### src/hw/rtl/nhpf_pkg.sv
`timescale 1ns / 1ps
// ----------------------------------------------------------------------------
// nhpf_pkg
// Shared types and constants of the next-hop packet forwarder.
// ----------------------------------------------------------------------------
package nhpf_pkg;

    localparam int TABLE_DEPTH  = 256;
    localparam int TBL_ADDR_W   = (TABLE_DEPTH > 1) ? $clog2(TABLE_DEPTH) : 1;
    localparam int ENTRY_W      = 16;

    localparam int IN_TDATA_W   = 64;
    localparam int IN_TUSER_W   = 2;
    localparam int OUT_TDATA_W  = 32;
    localparam int OUT_TUSER_W  = 3;
    localparam int CFG_INDEX_W  = 2;
    localparam int CFG_DATA_W   = 8;

    localparam logic [7:0] OWN_ADDRESS_RST = 8'd1;
    localparam logic [7:0] PORT_LIMIT_RST  = 8'd16;
    localparam logic [7:0] BCAST_ADDR      = 8'd0;

    typedef enum logic [IN_TUSER_W-1:0] {
        OP_SEND  = 2'd0,
        OP_RECV  = 2'd1,
        OP_WRITE = 2'd2,
        OP_NONE  = 2'd3
    } opcode_t;

    typedef enum logic [OUT_TUSER_W-1:0] {
        ACT_TRANSMIT = 3'd0,
        ACT_DELIVER  = 3'd1,
        ACT_NO_ROUTE = 3'd2,
        ACT_BAD_PORT = 3'd3,
        ACT_OWN      = 3'd4,
        ACT_TTL      = 3'd5,
        ACT_NOT_US   = 3'd6,
        ACT_WRITTEN  = 3'd7
    } action_t;

    typedef enum logic [CFG_INDEX_W-1:0] {
        REG_OWN_ADDRESS = 2'd0,
        REG_ROUTE_READY = 2'd1,
        REG_PORT_LIMIT  = 2'd2,
        REG_UNUSED      = 2'd3
    } reg_index_t;

    typedef struct packed {
        logic [7:0] own_address;
        logic       route_ready;
        logic [7:0] port_limit;
    } cfg_t;

    // Header fields kept for the decision stage
    typedef struct packed {
        opcode_t    opcode;
        logic [7:0] dest_node;
        logic [7:0] orig_node;
        logic [7:0] next_node;
        logic [7:0] port;
        logic [7:0] ttl;
        logic       in_range;   // destination falls inside the table
    } hdr_t;

    typedef struct packed {
        action_t    action;
        logic [7:0] out_receiver;
        logic [7:0] out_snd_addr;
        logic       rewrite_sender;
        logic [7:0] out_ttl;
    } result_t;

endpackage

### src/hw/rtl/next_hop_packet_forwarder_unit.sv
`timescale 1ns / 1ps
// ----------------------------------------------------------------------------
// next_hop_packet_forwarder_unit
// Mesh-node network layer: route table lookup, forward/deliver/drop decision.
// ----------------------------------------------------------------------------
//  Channel | Direction | Handshake          | Payload
//  --------+-----------+--------------------+---------------------------------
//  s_      | in        | tvalid/tready      | tuser opcode, tdata header+entry
//  m_      | out       | tvalid/tready      | tuser action, tdata result fields
//  cfg_    | in        | cfg_we (no ready)  | cfg_index, cfg_wdata
//
//  One item per cycle while m_tready is high. The route table RAM read is
//  registered at the input transfer, the decision lands in the result register.
//  Reset clears the per-entry valid bits at once; no clearing pass is needed.
//  With m_tready low the result holds, the header stage fills, then s_tready
//  drops until the result is taken.
// ----------------------------------------------------------------------------
module next_hop_packet_forwarder_unit (
    input  logic                               aclk,
    input  logic                               aresetn,

    input  logic                               s_tvalid,
    output logic                               s_tready,
    // destination, origin, next receiver, port, ttl, entry_index, entry_dst,
    // entry_next_hop
    input  logic [nhpf_pkg::IN_TDATA_W-1:0]    s_tdata,
    // opcode
    input  logic [nhpf_pkg::IN_TUSER_W-1:0]    s_tuser,

    output logic                               m_tvalid,
    input  logic                               m_tready,
    // out_receiver, out_snd_addr, rewrite_sender, out_ttl, zero pad
    output logic [nhpf_pkg::OUT_TDATA_W-1:0]   m_tdata,
    // action
    output logic [nhpf_pkg::OUT_TUSER_W-1:0]   m_tuser,

    input  logic                               cfg_we,
    input  logic [nhpf_pkg::CFG_INDEX_W-1:0]   cfg_index,
    input  logic [nhpf_pkg::CFG_DATA_W-1:0]    cfg_wdata
);

    nhpf_pkg::cfg_t    cfg_reg;
    nhpf_pkg::hdr_t    in_hdr;
    nhpf_pkg::hdr_t    hdr_reg;
    nhpf_pkg::result_t result;
    nhpf_pkg::result_t result_reg;

    logic [7:0] entry_index;
    logic [7:0] entry_dst;
    logic [7:0] entry_next_hop;

    logic                              hdr_valid_reg;
    logic                              hdr_valid_next;
    logic                              m_valid_reg;
    logic                              m_valid_next;
    logic                              advance;
    logic                              accept;
    logic                              tbl_we;
    logic                              widx_in_range;
    logic [nhpf_pkg::TBL_ADDR_W-1:0]   tbl_waddr;
    logic [nhpf_pkg::TBL_ADDR_W-1:0]   tbl_raddr;
    logic [nhpf_pkg::TABLE_DEPTH-1:0]  tbl_valid_reg;
    logic                              ent_valid_reg;
    logic [nhpf_pkg::ENTRY_W-1:0]      ram_rdata;
    logic [nhpf_pkg::ENTRY_W-1:0]      entry;

    // input unpacking
    assign in_hdr.opcode    = nhpf_pkg::opcode_t'(s_tuser);
    assign in_hdr.dest_node = s_tdata[7:0];
    assign in_hdr.orig_node = s_tdata[15:8];
    assign in_hdr.next_node = s_tdata[23:16];
    assign in_hdr.port      = s_tdata[31:24];
    assign in_hdr.ttl       = s_tdata[39:32];
    assign in_hdr.in_range  = ({1'b0, s_tdata[7:0]} < 9'(nhpf_pkg::TABLE_DEPTH));
    assign entry_index      = s_tdata[47:40];
    assign entry_dst        = s_tdata[55:48];
    assign entry_next_hop   = s_tdata[63:56];

    assign advance  = !m_valid_reg || m_tready;
    assign s_tready = !hdr_valid_reg || advance;
    assign accept   = s_tvalid && s_tready;

    assign widx_in_range = ({1'b0, entry_index} < 9'(nhpf_pkg::TABLE_DEPTH));
    assign tbl_we    = accept && (in_hdr.opcode == nhpf_pkg::OP_WRITE) && widx_in_range;
    assign tbl_waddr = entry_index[nhpf_pkg::TBL_ADDR_W-1:0];
    assign tbl_raddr = in_hdr.dest_node[nhpf_pkg::TBL_ADDR_W-1:0];

    // Write and lookup of one transfer share the edge; a write is seen by the
    // next transfer's lookup.
    nhpf_ram #(
        .WIDTH (nhpf_pkg::ENTRY_W),
        .DEPTH (nhpf_pkg::TABLE_DEPTH)
    ) u_route_ram (
        .aclk  (aclk),
        .we    (tbl_we),
        .waddr (tbl_waddr),
        .wdata ({entry_dst, entry_next_hop}),
        .re    (accept),
        .raddr (tbl_raddr),
        .rdata (ram_rdata)
    );

    // never-written entries read as zero
    assign entry = ent_valid_reg ? ram_rdata : '0;

    nhpf_decide u_decide (
        .hdr       (hdr_reg),
        .cfg       (cfg_reg),
        .entry_dst (entry[15:8]),
        .entry_hop (entry[7:0]),
        .result    (result)
    );

    always_comb begin
        hdr_valid_next = hdr_valid_reg;
        if (accept) begin
            hdr_valid_next = 1'b1;
        end else if (advance) begin
            hdr_valid_next = 1'b0;
        end
        m_valid_next = m_valid_reg;
        if (advance) begin
            m_valid_next = hdr_valid_reg;
        end
    end

    always_ff @(posedge aclk) begin
        if (!aresetn) begin
            hdr_valid_reg <= 1'b0;
            m_valid_reg   <= 1'b0;
            tbl_valid_reg <= '0;
            cfg_reg.own_address <= nhpf_pkg::OWN_ADDRESS_RST;
            cfg_reg.route_ready <= 1'b0;
            cfg_reg.port_limit  <= nhpf_pkg::PORT_LIMIT_RST;
        end else begin
            hdr_valid_reg <= hdr_valid_next;
            m_valid_reg   <= m_valid_next;
            if (tbl_we) begin
                tbl_valid_reg[tbl_waddr] <= 1'b1;
            end
            if (cfg_we) begin
                case (nhpf_pkg::reg_index_t'(cfg_index))
                    nhpf_pkg::REG_OWN_ADDRESS: cfg_reg.own_address <= cfg_wdata;
                    nhpf_pkg::REG_ROUTE_READY: cfg_reg.route_ready <= cfg_wdata[0];
                    nhpf_pkg::REG_PORT_LIMIT:  cfg_reg.port_limit  <= cfg_wdata;
                    default: ;
                endcase
            end
        end
    end

    always_ff @(posedge aclk) begin
        if (accept) begin
            hdr_reg       <= in_hdr;
            ent_valid_reg <= tbl_valid_reg[tbl_raddr];
        end
        if (advance && hdr_valid_reg) begin
            result_reg <= result;
        end
    end

    assign m_tvalid = m_valid_reg;
    assign m_tuser  = result_reg.action;
    assign m_tdata  = {7'd0, result_reg.out_ttl, result_reg.rewrite_sender,
                       result_reg.out_snd_addr, result_reg.out_receiver};

endmodule

### src/hw/rtl/nhpf_ram.sv
`timescale 1ns / 1ps
// ----------------------------------------------------------------------------
// nhpf_ram
// Generic single-write, single-read RAM with registered read data.
// ----------------------------------------------------------------------------
module nhpf_ram #(
    parameter int WIDTH = 16,
    parameter int DEPTH = 256
) (
    input  logic                                   aclk,
    input  logic                                   we,
    input  logic [((DEPTH > 1) ? $clog2(DEPTH) : 1)-1:0] waddr,
    input  logic [WIDTH-1:0]                       wdata,
    input  logic                                   re,
    input  logic [((DEPTH > 1) ? $clog2(DEPTH) : 1)-1:0] raddr,
    output logic [WIDTH-1:0]                       rdata
);

    logic [WIDTH-1:0] mem [DEPTH];
    logic [WIDTH-1:0] rdata_reg;

    always_ff @(posedge aclk) begin
        if (we) begin
            mem[waddr] <= wdata;
        end
        if (re) begin
            rdata_reg <= mem[raddr];
        end
    end

    assign rdata = rdata_reg;

endmodule

### src/hw/rtl/nhpf_decide.sv
`timescale 1ns / 1ps
// ----------------------------------------------------------------------------
// nhpf_decide
// Forwarding decision for one header and its looked-up route entry.
// ----------------------------------------------------------------------------
module nhpf_decide (
    input  nhpf_pkg::hdr_t    hdr,
    input  nhpf_pkg::cfg_t    cfg,
    input  logic [7:0]        entry_dst,
    input  logic [7:0]        entry_hop,
    output nhpf_pkg::result_t result
);

    logic hit;

    assign hit = cfg.route_ready && hdr.in_range && (entry_dst == hdr.dest_node);

    always_comb begin
        result = '0;
        case (hdr.opcode)
            nhpf_pkg::OP_SEND: begin
                if (hdr.dest_node == nhpf_pkg::BCAST_ADDR || hit) begin
                    result.action         = nhpf_pkg::ACT_TRANSMIT;
                    result.out_receiver   = (hdr.dest_node == nhpf_pkg::BCAST_ADDR)
                                            ? nhpf_pkg::BCAST_ADDR : entry_hop;
                    result.out_snd_addr   = cfg.own_address;
                    result.rewrite_sender = 1'b1;
                    result.out_ttl        = hdr.ttl;
                end else begin
                    result.action = nhpf_pkg::ACT_NO_ROUTE;
                end
            end
            nhpf_pkg::OP_RECV: begin
                if (hdr.port >= cfg.port_limit) begin
                    result.action = nhpf_pkg::ACT_BAD_PORT;
                end else if (hdr.orig_node == cfg.own_address) begin
                    result.action = nhpf_pkg::ACT_OWN;
                end else if (hdr.dest_node == cfg.own_address ||
                             hdr.dest_node == nhpf_pkg::BCAST_ADDR) begin
                    result.action = nhpf_pkg::ACT_DELIVER;
                end else if (hdr.next_node == cfg.own_address) begin
                    // relay through this node
                    if (hdr.ttl <= 8'd1) begin
                        result.action = nhpf_pkg::ACT_TTL;
                    end else if (hit) begin
                        result.action       = nhpf_pkg::ACT_TRANSMIT;
                        result.out_receiver = entry_hop;
                        result.out_ttl      = hdr.ttl - 8'd1;
                    end else begin
                        result.action = nhpf_pkg::ACT_NO_ROUTE;
                    end
                end else begin
                    result.action = nhpf_pkg::ACT_NOT_US;
                end
            end
            nhpf_pkg::OP_WRITE: begin
                result.action = nhpf_pkg::ACT_WRITTEN;
            end
            default: begin
                result.action = nhpf_pkg::ACT_NOT_US;
            end
        endcase
    end

endmodule

### config.mk
export PLATFORM = sky130hd
export DESIGN_NAME = next_hop_packet_forwarder_unit
export DESIGN_NICKNAME = d
export VERILOG_FILES = /design/src/hw/rtl/nhpf_pkg.sv /design/src/hw/rtl/next_hop_packet_forwarder_unit.sv /design/src/hw/rtl/nhpf_ram.sv /design/src/hw/rtl/nhpf_decide.sv
export SDC_FILE = /design/constraint.sdc
export NUM_CORES = 2
export LEC_CHECK = 0
export BUFFER_PORTS_ARGS = -buffer_cell sky130_fd_sc_hd__buf_2
export CELL_PAD_IN_SITES_DETAIL_PLACEMENT = 0
export CELL_PAD_IN_SITES_GLOBAL_PLACEMENT = 2
export CORE_AREA = 4 4 570 572
export DETAILED_ROUTE_END_ITERATION = 16
export DIE_AREA = 0 0 574 576
export HOLD_SLACK_MARGIN = 0.1
export PLACE_DENSITY_LB_ADDON = 0.2
export RECOVER_POWER = 100
export SYNTH_ARGS = -nofsm -noshare
export SYNTH_HDL_FRONTEND = slang
export SYNTH_SLANG_ARGS = --single-unit
### constraint.sdc
create_clock -name aclk -period 17.41 [get_ports aclk]
set_clock_uncertainty 0.1 [all_clocks]
set_input_delay 3.482 -clock aclk [delete_from_list [all_inputs] [get_ports aclk]]
set_output_delay 3.482 -clock aclk [all_outputs]
set_load 0.005 [all_outputs]
After elaboration in Yosys (flattened, before gate mapping)

Memories as Yosys holds them, arrays and structs flattened. A register that Yosys moved wholly into a read port is not among the register bits.
Index checks and enable logic that the tools add are counted.

Latch bits: 0
Memories kept: 1
Memory bits (writable): 4096
Word-level logic and storage cells: 87
Register bits after elaboration: 346
Bits in read-only memories: 0
Output and inout port bits: 37

Memories:

| memory          | words | width | rd ports | clocked after memory_dff | write ports | line           | RTL |
|---|---|---|---|---|---|---|---|
| u_route_ram.mem | 256   | 16    | 1        | 1                        | 1           | nhpf_ram.sv:19 | `logic [WIDTH-1:0] mem [DEPTH];` |

Muxes and demuxes: 33
Equal/unequal tests: 9
Multiply operators: 0
Shift operators: 0
$add $sub $neg: 1
Div/mod/pow operators: 0
Magnitude comparators: 5
Reductions and logical operators: 19
Bitwise gates (word level): 1

Operators by type and width:

| kind                                                               | count |
|---|---|
| bitwise OR 256 bit                                                 | 1 |
| two-way mux 8 bit                                                  | 13 |
| == test 8 bit                                                      | 4 |
| one-hot mux 8 bit (2 select lines)                                 | 2 |
| two-way mux 25 bit                                                 | 1 |
| less-than comparator 8 x 9 -> 1 bit (second input constant)        | 2 |
| two-way mux 16 bit                                                 | 1 |
| two-way mux 3 bit                                                  | 5 |
| one-hot mux 3 bit (3 select lines)                                 | 1 |
| binary-select mux 1 bit (select 8 bit)                             | 1 |
| demux 1 bit (select 8 bit)                                         | 1 |
| greater-or-equal comparator 8 x 1 -> 1 bit (second input constant) | 1 |
| greater-or-equal comparator 8 bit                                  | 1 |
| less-or-equal comparator 8 x 1 -> 1 bit (second input constant)    | 1 |
| zero test 8 bit                                                    | 1 |
| AND reduction 2 bit                                                | 4 |
| subtractor 8 x 1 -> 8 bit (second input constant)                  | 1 |
| == test 2 bit (second input constant)                              | 3 |
| two-way mux 1 bit                                                  | 6 |
| logical AND 1 bit                                                  | 5 |
| == test 2 x 1 -> 1 bit (second input constant)                     | 2 |
| zero test 2 bit                                                    | 2 |
| logical OR 1 bit                                                   | 4 |
| two-way mux 2 bit                                                  | 2 |
| 2 further kinds                                                    | 3 |

Logic depth before layout (Yosys ltp)

Word-level depth: 10
Depth in mapped cells: 13
Depth with buffers taken out: 9

By module

From an unflattened synthesis, not the netlist that was laid out.

Cells, all modules: 8803
Area total of the unflattened synthesis: 173931.8 sq um

Modules (own cells, without submodules):

| module                         | area an instance (sq um) | sequential area each (sq um) | cells an instance | instances |
|---|---|---|---|---|
| nhpf_ram                       | 158874.9                 | 123478.4                     | 7360              | 1 |
| next_hop_packet_forwarder_unit | 13900.8                  | 7637.3                       | 1283              | 1 |
| nhpf_decide                    | 1156.1                   | 0.0                          | 160               | 1 |

Least setup slack after synthesis

Ideal clock, no wire load.

Kind: input port to flip-flop
Start point: input port m_tready
End point: memory u_route_ram.mem[202][0], enable pin
Stages on the path: 7
Data required time: 16920 ps
Path slack: 8530 ps
Setup time: 390 ps
Data arrival time: 8390 ps
Path through: nor2b_1 -> a21oi_1 -> nand2_1 -> nor3_1 -> nand3_1 -> clkbuf_1 -> nor2_1

Longest elaborated chain between the ends: 6

RTL lines:

| what                                    | line                                 | RTL |
|---|---|---|
| from (decl)                             | next_hop_packet_forwarder_unit.sv:31 | `input logic m_tready,` |
| logical OR 1 bit                        | next_hop_packet_forwarder_unit.sv:79 | `assign advance = !m_valid_reg \|\| m_tready;` |
| logical OR 1 bit                        | next_hop_packet_forwarder_unit.sv:80 | `assign s_tready = !hdr_valid_reg \|\| advance;` |
| logical AND 1 bit                       | next_hop_packet_forwarder_unit.sv:81 | `assign accept = s_tvalid && s_tready;` |
| net accept                              | next_hop_packet_forwarder_unit.sv:57 | `logic accept;` |
| logical AND 1 bit                       | next_hop_packet_forwarder_unit.sv:84 | `assign tbl_we = accept && (in_hdr.opcode == nhpf_pkg::OP_WRITE) && widx_in_range;` |
| two-way mux 1 bit                       | nhpf_ram.sv:23                       | `if (we) begin` |
| two-way mux 1 bit (not written as such) | nhpf_ram.sv:24                       | `mem[waddr] <= wdata;` |
| to (decl)                               | nhpf_ram.sv:19                       |  |

The timed path passes the listed nets, and every way through them passes these cells.

==> impl_metrics.yaml <==
run_status:
  status: "finished with violations"
  violations: "max-capacitance violations, max-slew violations"
grt:
  grt_pass1_vias: 87660
  grt.total_usage_pct: 28.56
  antenna_found_initial: 36
  grt_pass1_wl_mm: 672.3
  grt_max_degree: 125
  grt_overflow_total: 0
route:
  wire_per_inst_um: 35.01
  drc: 0
  ant_nets: 0
  drtIter0Drc: 11500
  firstDrtPassIters: 8
  wirelength_mm: 477.3
  vias: 88570
  via_per_inst: 6.497
worst_setup_path:
  cp-end-kind: "register"
  slowest_delay_ns: 4.70
  cp.buffers_inverters: 2
  arrival_ns: 12.77
  start_kind: "input pin"
  crit_type: "input pin to register"
  crit_slowest_cell: "clkbuf_1"
  crit_family: "buffers and inverters"
  path_cells: "clkbuf_1, clkbuf_1, nor2_1, a22o_1, nor4_1, nor4_1"
  crit_required_ns: 17.98
  critPathMaxFanout: 76
cts:
  worstSkewPairLatency_ns: 0.99
  clock_sinks: 4458
  cts_hold_buf: 0
  numCtsBuffers: 448
  cts_setup_buffers: 0
  clk_transition_reported_paths_ns: 0.06
  post_cts_resize_count: 0
  cts_tree: "built"
  cts_buffer_depth: 4
  htreeDepth: 5
  clock-root-buffer: "clkbuf_16"
layout:
  drive_gt1_share_pct: 19.29
  fin_nets: 9084
  largest_register_ffs: 4096
  fill_cells: 23030
  syn2layout_area_growth_pct: 11.50
power_and_ir_drop:
  ir_drop_v: 0.00008969
  cellLeakagePower_nw: 60.88
  power_density_nw_per_um2: 116.1
  power.total_w: 0.02231
synthesis:
  synthCells: 8488
  synthFlopType: "edfxtp_1"
  ys_ff_latch: 4458
  syn_area_um2: 172300
  async_reset_ff_share_pct: 0
  synth_seq_area_share_pct: 76.10
  synth-edff-count: 4183
  synth_area_per_cell_um2: 20.30
  synth.distinct_cells: 70
  yosys_warnings: 0
placed_design:
  pre_cts_slack_ns: 8.037
  gp_congestion: 0.8584
  dp_hpwl_mm: 282.8
  port_buffers: 110
floorplan:
  start_util_pct: 53.83
  die_w_um: 574
  die_h_um: 576
  num_rows: 208
  ioPinCount: 118
  die_area_um2: 330600
  core_area_um2: 320100
sta:
  fin_crit_ns: 12.20
  setup_viol: 0
  worst_pin_slew_ns: 6.822
  finalHoldViolCount: 0
  setup_slack_ns: 5.206
  relSlewSlack_pct: -354.8
  tns_ns: 0
  slew_viol_final: 5259
  period_share_pct: 70.10
  hold-worst-slack_ns: 0.3564
  timing.fmax_ghz: 0.08194
  rsz0062_at_grt: "false"
min_path:
  hp-class: "register to register"
job:
  cap_violations: 104
## per-layer routing
layer	global-route usage, %	part of all wire (%)	vias up	routed length, µm
li1	-	-	36390	-
met1	41.17	40	47160	189700
met2	44.61	47	4271	226700
met3	5.148	9.1	751	43350
met4	9.850	3.7	8	17520
met5	0	0.011	-	54
## area by class of cell
class                   count  area [µm²]  share of cell area (%)
flip-flops and latches   4458      131100                   68.25
multi-input cells        3512       38190                   19.88
clock buffers             608       12370                   6.437
well taps                4200        5255                   2.735
repair buffers            556        2877                   1.497
clock inverters           227        2086                   1.086
diodes                     56       140.1                 0.07294
inverters                  17       78.83                 0.04103
## stage by stage
| stage | utilization [%] | instances | area [µm²] |
|---|---|---|---|
| final | 60.02 | 13630 | 192100 |
| after global routing | 59.99 | 13600 | 192000 |
| after CTS | 60.42 | 13580 | 193400 |
| after detailed placement | 55.91 | 12740 | 179000 |
| after floorplan | - | 8494 | 172300 |
| after global placement | 55.90 | 12740 | 178900 |
## worst reg2reg max path, stage by stage (launching register included)
cell and delay [ns]:
dfxtp_1 0.30, nor2b_1 0.17, a21oi_1 2.20, clkbuf_1 0.27, nand2_1 0.09, nor3_1 1.46, nand2_1 1.01, nor2_1 1.27
clkbuf_1 0.55
## layout by cell type, fill, tap and decap left out, types with 53 or more instances in the layout
cell type	n
edfxtp_1	4183
mux4_2	842
mux2i_1	567
clkbuf_1	463
clkbuf_16	457
nor2_1	319
dfxtp_1	275
o21a_1	258
o22ai_1	223
nand2_1	183
nor3_1	174
buf_4	143
a21oi_1	128
o21ai_0	91
clkinv_2	87
o221ai_1	85
nor4_1	68
clkinv_1	68
a221oi_1	58
diode_2	56
a22o_1	53
## cell usage after synthesis (all sizes together) (22+ instances only)
cell type     n  area (µm²)
o221ai       89       804.5
nor2        350        1314
edfxtp     4183      125600
and2         22       137.6
clkbuf      225       849.6
nand2       194       730.7
o21a        258        1937
nand3        32       160.2
nor3        178       890.9
buf         282        2288
mux2i       567        5675
o21ai        91       455.4
mux2         38       427.9
nand4        31       193.9
nor4         68       425.4
nor2b        30       187.7
dfxtp       275        5505
a22o         53       464.2
a221oi       58       508.0
o22ai       223        1395
a22oi        35       262.8
a21oi       128       640.6
nor3b        24       180.2
mux4        876       19860
## final timing paths
| check | start | endpoint | slack, ns | depth (start not counted) |
|---|---|---|---|---|
| worst max-delay path | s_tdata[3] | u_route_ram.rdata[0] | 5.21 | 6 |
| worst min-delay path | tbl_valid_reg[169] | tbl_valid_reg[169] | 0.36 | 1 |
| worst max register to register | m_tvalid | u_route_ram.mem[0][9] | 9.63 | 8 |
| worst min register to register | tbl_valid_reg[169] | tbl_valid_reg[169] | 0.36 | 1 |
## report_power, final
group	switching [W]	leakage (nW)	internal (W)
clock network	0.00402	7.09	0.00544
registers	0.0000295	39.8	0.0118
logic	0.000713	14.0	0.000327
## cells by family after synthesis
logic type / Yosys count / share of synthesized area [%]
other: 1 / 0.002176
adder cells (fa/ha/maj): 10 / 0.07262
multiplexers: 1481 / 15.07
XOR/XNOR: 27 / 0.1372
flip-flops: 4458 / 76.10
buffers and inverters: 524 / 1.858
AND/OR/NAND/NOR: 979 / 2.656
AO/OA/AOI/OAI: 1008 / 4.109
Note: power is estimated with default switching activity, not from simulation.
